$ cat config.mk
export PLATFORM = sky130hd
export DESIGN_NAME = cae_div
export DESIGN_NICKNAME = d
export VERILOG_FILES = /design/src/rtl/cae_pkg.sv /design/src/rtl/cae_div.sv
export SDC_FILE = /design/constraint.sdc
export NUM_CORES = 1
export LEC_CHECK = 0
export ABC_AREA = 1
export BUFFER_PORTS_ARGS = -buffer_cell sky130_fd_sc_hd__buf_2
export CELL_PAD_IN_SITES_DETAIL_PLACEMENT = 1
export CELL_PAD_IN_SITES_GLOBAL_PLACEMENT = 1
export CORE_AREA = 2 2 142 144
export DETAILED_ROUTE_END_ITERATION = 16
export DIE_AREA = 0 0 144 146
export PLACE_DENSITY_LB_ADDON = 0.2
export SLEW_MARGIN = 20
export SYNTH_ARGS = -nofsm -noshare
export SYNTH_HDL_FRONTEND = slang
export SYNTH_SLANG_ARGS = --single-unit
export TNS_END_PERCENT = 50
$ cat constraint.sdc
create_clock -name clk -period 4.34 [get_ports clk]
set_input_delay 0.434 -clock clk [delete_from_list [all_inputs] [get_ports clk]]
set_output_delay 0.434 -clock clk [all_outputs]
set_load 0.05 [all_outputs]
$ cat src/rtl/cae_pkg.sv
// shared types, constants and helper functions for the complementary attitude estimator
package cae_pkg;

  localparam int CFG_IDX_W = 1;
  localparam int CFG_DATA_W = 17;
  localparam logic [CFG_IDX_W-1:0] REG_ATT_WEIGHT = 1'b0;
  localparam logic [CFG_IDX_W-1:0] REG_ALT_WEIGHT = 1'b1;
  localparam logic [16:0] ATT_WEIGHT_RST = 17'd64225;
  localparam logic [16:0] ALT_WEIGHT_RST = 17'd6554;
  localparam logic [16:0] WEIGHT_ONE = 17'd65536;
  localparam int ATAN_DEPTH = 32;

  // sequencer states
  typedef enum logic [3:0] {
    ST_IDLE,
    ST_GYRO,
    ST_SQRT_R,
    ST_CORDIC_R,
    ST_SQRT_P,
    ST_CORDIC_P,
    ST_BLEND,
    ST_ALT,
    ST_DIV,
    ST_DONE
  } cae_state_t;

  // arctangent table, radians Q24
  function automatic logic [23:0] atan_q24(input logic [4:0] idx);
    logic [23:0] v;
    begin
      unique case (idx)
        5'd0: v = 24'd13176795;
        5'd1: v = 24'd7778716;
        5'd2: v = 24'd4110060;
        5'd3: v = 24'd2086331;
        5'd4: v = 24'd1047214;
        5'd5: v = 24'd524117;
        5'd6: v = 24'd262123;
        5'd7: v = 24'd131069;
        5'd8: v = 24'd65536;
        5'd9: v = 24'd32768;
        5'd10: v = 24'd16384;
        5'd11: v = 24'd8192;
        5'd12: v = 24'd4096;
        5'd13: v = 24'd2048;
        5'd14: v = 24'd1024;
        5'd15: v = 24'd512;
        5'd16: v = 24'd256;
        5'd17: v = 24'd128;
        5'd18: v = 24'd64;
        5'd19: v = 24'd32;
        5'd20: v = 24'd16;
        5'd21: v = 24'd8;
        5'd22: v = 24'd4;
        5'd23: v = 24'd2;
        5'd24: v = 24'd1;
        default: v = 24'd0;
      endcase
      return v;
    end
  endfunction

  // saturate a wide signed value to 32 bits
  function automatic logic signed [31:0] sat32(input logic signed [63:0] x);
    logic signed [31:0] r;
    begin
      if (x > 64'sd2147483647) r = 32'sh7fffffff;
      else if (x < -64'sd2147483648) r = 32'sh80000000;
      else r = x[31:0];
      return r;
    end
  endfunction

endpackage

$ cat src/rtl/cae_div.sv
// restoring divider for climb rate: |dividend| * 2^24 / dt, one quotient bit a cycle
module cae_div (
  input  logic               clk,
  input  logic               rst_n,
  input  logic               start,
  input  logic signed [33:0] diff,
  input  logic [24:0]        divisor,
  output logic               done,
  output logic signed [31:0] quot
);
  import cae_pkg::*;

  // dividend magnitude up to 2^33 * 2^24 = 58 bits
  localparam int DW = 58;

  logic busy_r, busy_nxt, done_r, done_nxt;
  logic [5:0] cnt_r, cnt_nxt;
  logic [DW-1:0] dvd_r, dvd_nxt;
  logic [25:0] rem_r, rem_nxt;
  logic [24:0] dsr_r, dsr_nxt;
  logic neg_r, neg_nxt;

  logic [25:0] rem_sh;
  logic [33:0] mag;
  logic signed [63:0] qs;

  assign mag = diff[33] ? 34'(-diff) : 34'(diff);
  assign rem_sh = {rem_r[24:0], dvd_r[DW-1]};
  assign qs = neg_r ? -$signed({6'd0, dvd_r}) : $signed({6'd0, dvd_r});

  // one quotient bit per step
  always_comb begin
    busy_nxt = busy_r;
    done_nxt = 1'b0;
    cnt_nxt = cnt_r;
    dvd_nxt = dvd_r;
    rem_nxt = rem_r;
    dsr_nxt = dsr_r;
    neg_nxt = neg_r;
    if (!busy_r) begin
      if (start) begin
        busy_nxt = 1'b1;
        cnt_nxt = '0;
        dvd_nxt = {mag, 24'd0};
        rem_nxt = '0;
        dsr_nxt = divisor;
        neg_nxt = diff[33];
      end
    end else begin
      if (rem_sh >= {1'b0, dsr_r}) begin
        rem_nxt = rem_sh - {1'b0, dsr_r};
        dvd_nxt = {dvd_r[DW-2:0], 1'b1};
      end else begin
        rem_nxt = rem_sh;
        dvd_nxt = {dvd_r[DW-2:0], 1'b0};
      end
      cnt_nxt = cnt_r + 6'd1;
      if (cnt_r == 6'(DW - 1)) begin
        busy_nxt = 1'b0;
        done_nxt = 1'b1;
      end
    end
  end

  always_ff @(posedge clk) begin
    if (!rst_n) begin
      busy_r <= 1'b0;
      done_r <= 1'b0;
      cnt_r <= '0;
    end else begin
      busy_r <= busy_nxt;
      done_r <= done_nxt;
      cnt_r <= cnt_nxt;
    end
  end

  always_ff @(posedge clk) begin
    dvd_r <= dvd_nxt;
    rem_r <= rem_nxt;
    dsr_r <= dsr_nxt;
    neg_r <= neg_nxt;
  end

  assign done = done_r;
  assign quot = sat32(qs);
endmodule

==> reports/summary.md <==
• **result of the run** finished, final reports clean
• **type of element capturing the critical path** output pin
• **diode insertion count for antenna repair** 0
• **proportion of synthesized chip area in sequential cells** 37.9%
• **detailed router's first-iteration violation count** 596
• **Final Cell Area** 0.0103 mm2
• **most numerous cell in the Yosys netlist** sky130_fd_sc_hd__nand2_1
• **estimated wirelength of the detail-placed design** 21,700 um
• **drt first pass iters** 5
• **number of register bits inferred by synthesis** 117
• **final setup TNS** 0 ns
• **dominant synthesized flop cell** sky130_fd_sc_hd__edfxtp_1
• **Reg clk slew, reported paths** 0.07 ns
• **areal power density over the cells** 396 mW/mm2
• **clk buf depth** 2
• **Most Crowded Layer GR** met2
• **number of antenna violations at the first check in global routing** 1
• **critical path cell sequence** inv_1 > ha_1 > nand3_2 > nor2_2 > nand3b_1 > o21ai_2 > nand2_1 > xor2_1 > nand3_1 > nor2_1 > nand3_2 > nand2_4 > nand2_1 > nand2_1 > buf_2
• **worst reg2reg endpoint** rem_r[9]
• **endpoint of the worst hold-timing path** dsr_r[6]
• **overall power** 4.08 mW
• **Crit Path Class** reg2out
• **hold buffers post-CTS** 0
• **Post-Place Setup Slack** 0.795 ns
• **cells on worst reg2reg path** 11
• **ranking of synthesized cells by area** sky130_fd_sc_hd__edfxtp_1, sky130_fd_sc_hd__nand2_1, sky130_fd_sc_hd__nor2_1, sky130_fd_sc_hd__inv_1, sky130_fd_sc_hd__a21oi_1
• **core region area** 0.0193 mm2
• **met1 global-route usage** 40.0%
• **count of boundary I/O pins** 95
• **H-Tree Depth** 4
• **nature of the critical path startpoint** flop
• **worst slew slack as a fraction of its limit** 31.9%
• **num rows** 51
• **met2 demand-to-capacity share in global routing** 44.4%
• **fraction of final layout cells with drive strength greater than 1** 12.1%
• **routed wirelength normalized by instance count** 17.7 um
• **cell area reported after detailed placement** 0.00974 mm2
• **final critical-path required period** 4.01 ns
• **final weighted congestion of routability-driven global placement** 0.938
• **source of the worst hold timing path** divisor[6]
• **signed area change from the synthesized netlist to the final layout** 13.9%
• **via count normalized by instance count** 5.46
• **cell type with the highest aggregate area in the netlist** sky130_fd_sc_hd__edfxtp_1
• **setup slack after layout** 0.325 ns
• **Final Slew Violations** 0
• **wirelength, routed** 28,900 um
• **via count of the first global-routing pass** 9,087
• **Residual DRC** 0
• **hold crit path type** in2reg
• **Cells after Synth** 1,268
• **maximum number of pins on one net before global-route repair** 94
• **syn_area_per_cell** 7.14 um2
• **clock root buffer master** sky130_fd_sc_hd__clkbuf_16
• **number of flops mapped to enable cells by yosys** 109
• **routed via count** 8,916
• **maximum fanout along the worst path** 31
• **total die area** 0.0210 mm2
• **Die W** 144 um
• **unrepaired setup endpoints after global routing** false
• **number of library cell types mapped by synthesis** 46
• **chip height** 146 um
• **maximum cell stage delay along the critical path** 0.43 ns
• **Worst Path Arrival** 3.58 ns
• **number of setup violations in the final report** 0
• **Warnings, synthesis** 0
• **LEAKAGE** 4.65 nW
• **slowest CP cell** sky130_fd_sc_hd__edfxtp_1
• **wire length of the first global-routing pass** 46,800 um
• **maximum clock frequency** 249 MHz
• **worst endpoint required time** 3.91 ns
• **number of buffers inserted to repair setup after CTS** 0
• **total nets after synthesis** 1,360
• **most common cell type on the critical path** sky130_fd_sc_hd__nand2_1
• **crit share post-route** 92.5%
• **post-detailed-route count of antenna-violating nets** 0
• **Fin. Hold Viols** 0
• **hold-critical path depth** 1
• **max capacitance violation total** 0
• **CTS tree** done
• **Register-to-Register Setup Slack** 0.78 ns
• **final non-filler cell total** 1,633
• **worst hold slack** 0.181 ns
• **post-synth top area share** 36.2%
• **number of instances resized during post-cts repair** 0
• **overall fraction of global-route tracks in use** 28.2%
• **routing usage on met3** 4.41%
• **commonest cells in the netlist** sky130_fd_sc_hd__nand2_1, sky130_fd_sc_hd__nor2_1, sky130_fd_sc_hd__inv_1
• **sum of overflow across all layers after global routing** 0
• **number of port buffers** 94
• **fraction of the core area covered by cells at the end of the flow** 53.3%
• **measured slew at the worst slew-check pin** 1.02 ns
• **NumNets Final** 1,447
• **share of synthesized registers carrying an async set or reset** 0%
• **starting density of the core** 46.8%
• **worst r2r src** dvd_r[57]
• **Sink Count** 117
• **Worst-Skew Late Latency** 0.42 ns
• **setup clock skew after layout** 0.0119 ns
• **number of CTS-inserted buffers** 17
• **peak ir drop on the vdd network** 289 uV
• **Synth Cell Area** 0.00905 mm2
• **number of placed cells counting well taps** 1,601
[kinds of logic after synthesis]
kind of cell    share of synthesized area, %
compound gates                          13.1
xor+xnor                                6.78
fa+ha+maj                               4.23
buf+inv                                 8.01
flops                                   37.9
simple gates                            29.9
[registers in the layout, summed over array words and instances, names as in the netlist]
| register | count |
|---|---|
| busy_r | 1 |
| neg_r | 1 |
| rem_r | 25 |
| done | 1 |
| dvd_r | 58 |
| cnt_r | 6 |
| dsr_r | 25 |
[power breakdown]
group	total (mW)	internal [mW]	switching [mW]
logic	1.18	0.368	0.816
clock network	1.39	0.800	0.594
registers	1.50	1.39	0.117
total	4.08	2.56	1.53
[layout by cell type (no fill, tap or decap), types with 8 or more instances in the layout]
cell type,Yosys,layout
sky130_fd_sc_hd__clkbuf_16,0,17
sky130_fd_sc_hd__xnor2_1,38,38
sky130_fd_sc_hd__nor2_2,9,9
sky130_fd_sc_hd__nand4_1,15,15
sky130_fd_sc_hd__nor2_1,178,178
sky130_fd_sc_hd__ha_1,29,29
sky130_fd_sc_hd__nor3_1,14,14
sky130_fd_sc_hd__edfxtp_1,109,109
sky130_fd_sc_hd__buf_2,3,94
sky130_fd_sc_hd__nand2_1,343,343
sky130_fd_sc_hd__buf_4,0,8
sky130_fd_sc_hd__o21ai_0,89,89
sky130_fd_sc_hd__xor2_1,32,32
sky130_fd_sc_hd__nand3_1,59,59
sky130_fd_sc_hd__nand2_2,8,8
sky130_fd_sc_hd__a21oi_1,94,94
sky130_fd_sc_hd__inv_1,143,141
[cell type report]
class / instances / area (um2)
clock buffer: 17 / 425
clock inverter: 15 / 144
timing repair buffer: 102 / 531
fill: 2582 / 9030
multi-input combinational: 971 / 4890
inverter: 146 / 551
tap: 265 / 332
sequential: 117 / 3430
[critical path: cells and delay by family, from the launching register on]
family                     cells  cell delay, ns
buffers and inverters          2            0.42
adders and majority gates      1            0.21
DFF                            1            0.43
and+or+nand+nor               10            1.54
xor gates and xnor gates       1            0.27
AOI/OAI and AO/OA              1            0.29
[layer usage]
metal | part of all wire, % | wire, um
met5 | 0.038 | 11
met2 | 46 | 13200
met3 | 4.8 | 1380
met1 | 47 | 13600
met4 | 2.1 | 620
[how the worst max path moves through the flow]
stage               slack [ns]        to  depth (start not counted)      start
global placement          0.88   quot[0]                         15   dvd_r[0]
detailed placement        0.79  quot[24]                         16   dvd_r[0]
global route              0.04   quot[2]                         16  dvd_r[13]
CTS                       0.30  quot[24]                         15   dvd_r[0]
finish                    0.33  quot[24]                         15   dvd_r[0]
floorplan                 1.50   quot[1]                         17   dvd_r[2]
No activity file was read; power rests on OpenSTA's default activity.
