### src/rtl/cae_pkg.sv
// shared types, constants and helper functions for the complementary attitude estimator
package cae_pkg;

  localparam int CFG_IDX_W = 1;
  localparam int CFG_DATA_W = 17;
  localparam logic [CFG_IDX_W-1:0] REG_ATT_WEIGHT = 1'b0;
  localparam logic [CFG_IDX_W-1:0] REG_ALT_WEIGHT = 1'b1;
  localparam logic [16:0] ATT_WEIGHT_RST = 17'd64225;
  localparam logic [16:0] ALT_WEIGHT_RST = 17'd6554;
  localparam logic [16:0] WEIGHT_ONE = 17'd65536;
  localparam int ATAN_DEPTH = 32;

  // sequencer states
  typedef enum logic [3:0] {
    ST_IDLE,
    ST_GYRO,
    ST_SQRT_R,
    ST_CORDIC_R,
    ST_SQRT_P,
    ST_CORDIC_P,
    ST_BLEND,
    ST_ALT,
    ST_DIV,
    ST_DONE
  } cae_state_t;

  // arctangent table, radians Q24
  function automatic logic [23:0] atan_q24(input logic [4:0] idx);
    logic [23:0] v;
    begin
      unique case (idx)
        5'd0: v = 24'd13176795;
        5'd1: v = 24'd7778716;
        5'd2: v = 24'd4110060;
        5'd3: v = 24'd2086331;
        5'd4: v = 24'd1047214;
        5'd5: v = 24'd524117;
        5'd6: v = 24'd262123;
        5'd7: v = 24'd131069;
        5'd8: v = 24'd65536;
        5'd9: v = 24'd32768;
        5'd10: v = 24'd16384;
        5'd11: v = 24'd8192;
        5'd12: v = 24'd4096;
        5'd13: v = 24'd2048;
        5'd14: v = 24'd1024;
        5'd15: v = 24'd512;
        5'd16: v = 24'd256;
        5'd17: v = 24'd128;
        5'd18: v = 24'd64;
        5'd19: v = 24'd32;
        5'd20: v = 24'd16;
        5'd21: v = 24'd8;
        5'd22: v = 24'd4;
        5'd23: v = 24'd2;
        5'd24: v = 24'd1;
        default: v = 24'd0;
      endcase
      return v;
    end
  endfunction

  // saturate a wide signed value to 32 bits
  function automatic logic signed [31:0] sat32(input logic signed [63:0] x);
    logic signed [31:0] r;
    begin
      if (x > 64'sd2147483647) r = 32'sh7fffffff;
      else if (x < -64'sd2147483648) r = 32'sh80000000;
      else r = x[31:0];
      return r;
    end
  endfunction

endpackage

### src/rtl/cae_tilt.sv
// tilt angle unit: bit-serial square root then vectoring cordic, one step a cycle
module cae_tilt #(
  parameter int CORDIC_STEPS = 24
) (
  input  logic                clk,
  input  logic                rst_n,
  input  logic                start,
  input  logic signed [16:0]  num,
  input  logic signed [15:0]  b,
  input  logic signed [15:0]  c,
  output logic                done,
  output logic signed [31:0]  angle
);
  import cae_pkg::*;

  localparam int ITERS = (CORDIC_STEPS > ATAN_DEPTH) ? ATAN_DEPTH : CORDIC_STEPS;

  typedef enum logic [1:0] {T_IDLE, T_SQRT, T_CORDIC} tilt_state_t;

  tilt_state_t state_r, state_nxt;
  logic [5:0] cnt_r, cnt_nxt;
  // root datapath: radicand (33 bits) << 32 gives 65 bits -> root 33 bits
  logic [65:0] rem_r, rem_nxt;
  logic [32:0] root_r, root_nxt;
  logic [65:0] rad_r, rad_nxt;
  logic signed [35:0] x_r, x_nxt, y_r, y_nxt;
  logic signed [31:0] z_r, z_nxt;
  logic signed [16:0] num_r, num_nxt;
  logic done_r, done_nxt;

  logic [31:0] bsq, csq;
  logic [65:0] trial;
  logic [65:0] rem_sh;
  logic signed [35:0] dx, dy;
  logic [23:0] atv;

  assign bsq = 32'($signed(b) * $signed(b));
  assign csq = 32'($signed(c) * $signed(c));
  assign rem_sh = {rem_r[63:0], rad_r[65:64]};
  assign trial = {root_r[31:0], 2'b01};
  assign dx = y_r >>> cnt_r[4:0];
  assign dy = x_r >>> cnt_r[4:0];
  assign atv = atan_q24(cnt_r[4:0]);

  // next state
  always_comb begin
    state_nxt = state_r;
    unique case (state_r)
      T_IDLE: if (start) state_nxt = T_SQRT;
      T_SQRT: if (cnt_r == 6'd32) state_nxt = T_CORDIC;
      T_CORDIC: if (cnt_r == 6'(ITERS - 1) || (x_r == 0 && y_r == 0)) state_nxt = T_IDLE;
      default: state_nxt = T_IDLE;
    endcase
  end

  // datapath
  always_comb begin
    cnt_nxt = cnt_r;
    rem_nxt = rem_r;
    root_nxt = root_r;
    rad_nxt = rad_r;
    x_nxt = x_r;
    y_nxt = y_r;
    z_nxt = z_r;
    num_nxt = num_r;
    done_nxt = 1'b0;
    unique case (state_r)
      T_IDLE: begin
        if (start) begin
          rad_nxt = {1'b0, 33'({1'b0, bsq} + {1'b0, csq}), 32'd0};
          rem_nxt = '0;
          root_nxt = '0;
          cnt_nxt = '0;
          num_nxt = num;
          z_nxt = '0;
        end
      end
      T_SQRT: begin
        // two radicand bits per step, 33 steps
        rad_nxt = {rad_r[63:0], 2'b00};
        if (rem_sh >= trial) begin
          rem_nxt = rem_sh - trial;
          root_nxt = {root_r[31:0], 1'b1};
        end else begin
          rem_nxt = rem_sh;
          root_nxt = {root_r[31:0], 1'b0};
        end
        cnt_nxt = cnt_r + 6'd1;
        if (cnt_r == 6'd32) begin
          x_nxt = 36'($signed({1'b0, root_nxt}));
          y_nxt = 36'($signed(num_r)) <<< 16;
          cnt_nxt = '0;
        end
      end
      T_CORDIC: begin
        if (x_r == 0 && y_r == 0) begin
          done_nxt = 1'b1;
        end else begin
          if (y_r >= 0) begin
            x_nxt = x_r + dx;
            y_nxt = y_r - dy;
            z_nxt = z_r + $signed({8'd0, atv});
          end else begin
            x_nxt = x_r - dx;
            y_nxt = y_r + dy;
            z_nxt = z_r - $signed({8'd0, atv});
          end
          cnt_nxt = cnt_r + 6'd1;
          if (cnt_r == 6'(ITERS - 1)) done_nxt = 1'b1;
        end
      end
      default: ;
    endcase
  end

  // control registers
  always_ff @(posedge clk) begin
    if (!rst_n) begin
      state_r <= T_IDLE;
      done_r <= 1'b0;
      cnt_r <= '0;
    end else begin
      state_r <= state_nxt;
      done_r <= done_nxt;
      cnt_r <= cnt_nxt;
    end
  end

  // payload registers
  always_ff @(posedge clk) begin
    rem_r <= rem_nxt;
    root_r <= root_nxt;
    rad_r <= rad_nxt;
    x_r <= x_nxt;
    y_r <= y_nxt;
    z_r <= z_nxt;
    num_r <= num_nxt;
  end

  assign done = done_r;
  assign angle = z_r;
endmodule

### config.mk
export PLATFORM = sky130hd
export DESIGN_NAME = cae_tilt
export DESIGN_NICKNAME = d
export VERILOG_FILES = /design/src/rtl/cae_pkg.sv /design/src/rtl/cae_tilt.sv
export SDC_FILE = /design/constraint.sdc
export NUM_CORES = 2
export LEC_CHECK = 0
export BUFFER_PORTS_ARGS = -buffer_cell sky130_fd_sc_hd__buf_4
export CORE_UTILIZATION = 35
export DETAILED_ROUTE_END_ITERATION = 16
export SLEW_MARGIN = 0
export SYNTH_ARGS = -nofsm -noshare
export SYNTH_HDL_FRONTEND = slang
export SYNTH_SLANG_ARGS = --single-unit
### constraint.sdc
create_clock -name clk -period 29.1 [get_ports clk]
set_clock_uncertainty 0.1 [all_clocks]
set_input_delay 4.365 -clock clk [delete_from_list [all_inputs] [get_ports clk]]
set_output_delay 4.365 -clock clk [all_outputs]
set_load 0.02 [all_outputs]
==> results.sh <==
export IMPL_hold_path_depth=2
export IMPL_synthTopCellsByCount="inv_1, fa_1, nand2_1"
export IMPL_crit_fanout=17
export IMPL_grt_usage_pct=18.2
export IMPL_die_y_um=359
export IMPL_syn_to_final_growth_pct=7.60
export IMPL_vias=34900
export IMPL_hp_start="rad_r[51]"
export IMPL_ff2ff_path_depth=19
export IMPL_cp_slowest_stage_delay_ns=1.06
export IMPL_cts_htree_levels=2
export IMPL_tns_ns=0
export IMPL_timing_hold_violations_final=0
export IMPL_die_width_um=359
export IMPL_drcViolationCount=0
export IMPL_synthTopCellsByArea="fa_1, edfxtp_1, ha_1"
export IMPL_cts_resized=0
export IMPL_io_buffers=84
export IMPL_worst_hold_path_type="flip-flop to flip-flop"
export IMPL_synth_edff_count=251
export IMPL_fin_ws_ns=16.40
export IMPL_viasPerCell=5.33
export IMPL_synthCells=4920
export IMPL_firstDrtPassIters=5
export IMPL_final_min_clock_period_ns=12.70
export IMPL_setup_viol=0
export IMPL_r2r_end="x_r[30]"
export IMPL_synth_seq_cells=284
export IMPL_clk_pin_slew_worst_paths_ns=0.06
export IMPL_synthDistinctLibCells=92
export IMPL_cts_buffer_depth=3
export IMPL_synth_area_mm2=0.0445
export IMPL_rsz0062_at_grt="false"
export IMPL_post_cts_buffers=0
export IMPL_drtAntennaViolNets=0
export IMPL_drt_wl_total_um=116000
export IMPL_holdBufCountCts=0
export IMPL_tightest_slew_ns=1.21
export IMPL_gp_congestion=0.948
export IMPL_fp_row_count=130
export IMPL_antenna_cells=0
export IMPL_final_util_pct=38.1
export IMPL_ys_flop_type="edfxtp_1"
export IMPL_grt_first_pass_wirelength_um=189000
export IMPL_numCtsBuffers=36
export IMPL_cts_root_buf="clkbuf_16"
export IMPL_clk_latency_ns=0.58
export IMPL_synth_fp_nets=5807
export IMPL_timing_rr_start="cnt_r[0]"
export IMPL_yosysMostFrequentCell="inv_1"
export IMPL_fmax_mhz=78.8
export IMPL_crit_slowest_cell="a2111oi_0"
export IMPL_timing_slew_headroom_pct=17.4
export IMPL_max_cap_violations=0
export IMPL_path_class="primary input to flip-flop"
export IMPL_place_ws_ns=15.92
export IMPL_wl_per_cell_um=17.7
export IMPL_fin_cells=6553
export IMPL_async_flop_share_pct=0
export IMPL_overflow=0
export IMPL_synth_top_area_cell="fa_1"
export IMPL_final_nets=5763
export IMPL_hold_end="rad_r[53]"
export IMPL_crit_required_ns=29.38
export IMPL_layout_drive_gt1_share_pct=7.06
export IMPL_start_util_pct=35.4
export IMPL_finalMaxSlewViolations=0
export IMPL_dp_cells=6488
export IMPL_critPathArrivalTime_ns=12.98
export IMPL_synth_top_area_share_pct=21.6
export IMPL_r2r_slack_ns=21.07
export IMPL_endpoint_kind="flip-flop"
export IMPL_drt_iter0_markers=2729
export IMPL_cts_sinks=284
export IMPL_status="finished, final reports clean"
export IMPL_dp_hpwl_um=91400
export IMPL_ys_seq_area_share_pct=18.4
export IMPL_yosysWarnings=0
export IMPL_io_pins=85
export IMPL_finalCritPeriodShare_pct=43.6
export IMPL_core_region_area_mm2=0.126
export IMPL_nFillCells=12800
export IMPL_die_area_mm2=0.129
export IMPL_grt_start_max_net_pins=73
export IMPL_cts_tree="built"
export IMPL_postSynthAreaPerCell_um2=9.05
export IMPL_startpoint_type="primary input"
export IMPL_first_global_vias=35400
export IMPL_grt_antenna_before_repair=1
==> worst max path at each step <==
stage / endpoint / from / slack (ns)
5_1_grt: rad_r[62] / c[15] / 15.81
4_1_cts: rad_r[62] / c[4] / 16.48
2_1_floorplan: rad_r[64] / c[1] / 16.91
3_3_place_gp: rad_r[62] / c[4] / 16.16
6_report: rad_r[58] / c[15] / 16.40
3_5_place_dp: rad_r[62] / c[4] / 15.92
==> layer usage <==
layer,vias up,track usage (%),wire length [µm]
met5,-,0,13
met4,2,4.85,2980
met3,170,2.10,5870
met2,923,31.5,57100
met1,17200,24.0,50200
li1,16600,-,-
==> layout make-up <==
cell class | count | area (µm²) | share of cell area (%)
multi-input combinational | 3658 | 32600 | 68.1
clock inverter | 21 | 149 | 0.311
tap | 1650 | 2060 | 4.31
inverter | 789 | 2960 | 6.18
timing repair buffer | 107 | 803 | 1.68
sequential | 284 | 8210 | 17.1
clock buffer | 44 | 1090 | 2.27
==> per-stage QoR <==
| stage | hold WS (ns) | instance area [µm²] |
|---|---|---|
| floorplan | 0.398 | 44500 |
| global placement | 0.406 | 46700 |
| detailed placement | 0.416 | 46700 |
| CTS | 0.427 | 47900 |
| global route | 0.460 | 47900 |
| finish | 0.424 | 47900 |
==> kinds of logic (layout without fill, tap and decap cells) <==
| kind of cell | Yosys count | in the layout | synth area share, % |
|---|---|---|---|
| flip-flops | 284 | 284 | 18.4 |
| AO/OA/AOI/OAI | 966 | 966 | 14.0 |
| AND/OR/NAND/NOR | 1349 | 1349 | 14.6 |
| buffers and inverters | 978 | 961 | 8.41 |
| XOR/XNOR | 306 | 306 | 6.05 |
| multiplexers | 202 | 202 | 6.97 |
| adder cells (fa/ha/maj) | 835 | 835 | 31.6 |
==> state kept, by name, summed over array words and instances (netlist names), 17 cells and up <==
register	count
root_r	32
atv	24
rem_r	64
x_r	36
rad_r	34
angle	32
y_r	36
num_r	17
==> critical path: cells and delay by family <==
| kind | cells | cell delay [ns] |
|---|---|---|
| AOI/OAI and AO/OA | 9 | 2.96 |
| and+or+nand+nor | 6 | 0.92 |
| buffers and inverters | 6 | 0.80 |
| xor gates and xnor gates | 2 | 0.29 |
| adders and majority gates | 8 | 3.66 |
==> cells in the final DEF (no fill, tap or decap), types with 43 or more instances in the layout <==
cell and count:
a211oi_1 47, mux2i_1 78, buf_4 107, xnor2_1 209
nand3_1 73, a21oi_1 256, clkbuf_16 43, and2_1 122
nor3_1 74, ha_1 353, nand2_1 426, nor2b_1 43
nor2_1 328, inv_1 781, xor2_1 96, edfxtp_1 251
nand2b_1 58, o21ai_0 210, o31ai_1 46, mux4_2 73
a21o_1 114, fa_1 480
Power is not shown: default switching activity piles up to over one toggle a cycle in this logic, so the estimate is an artifact.
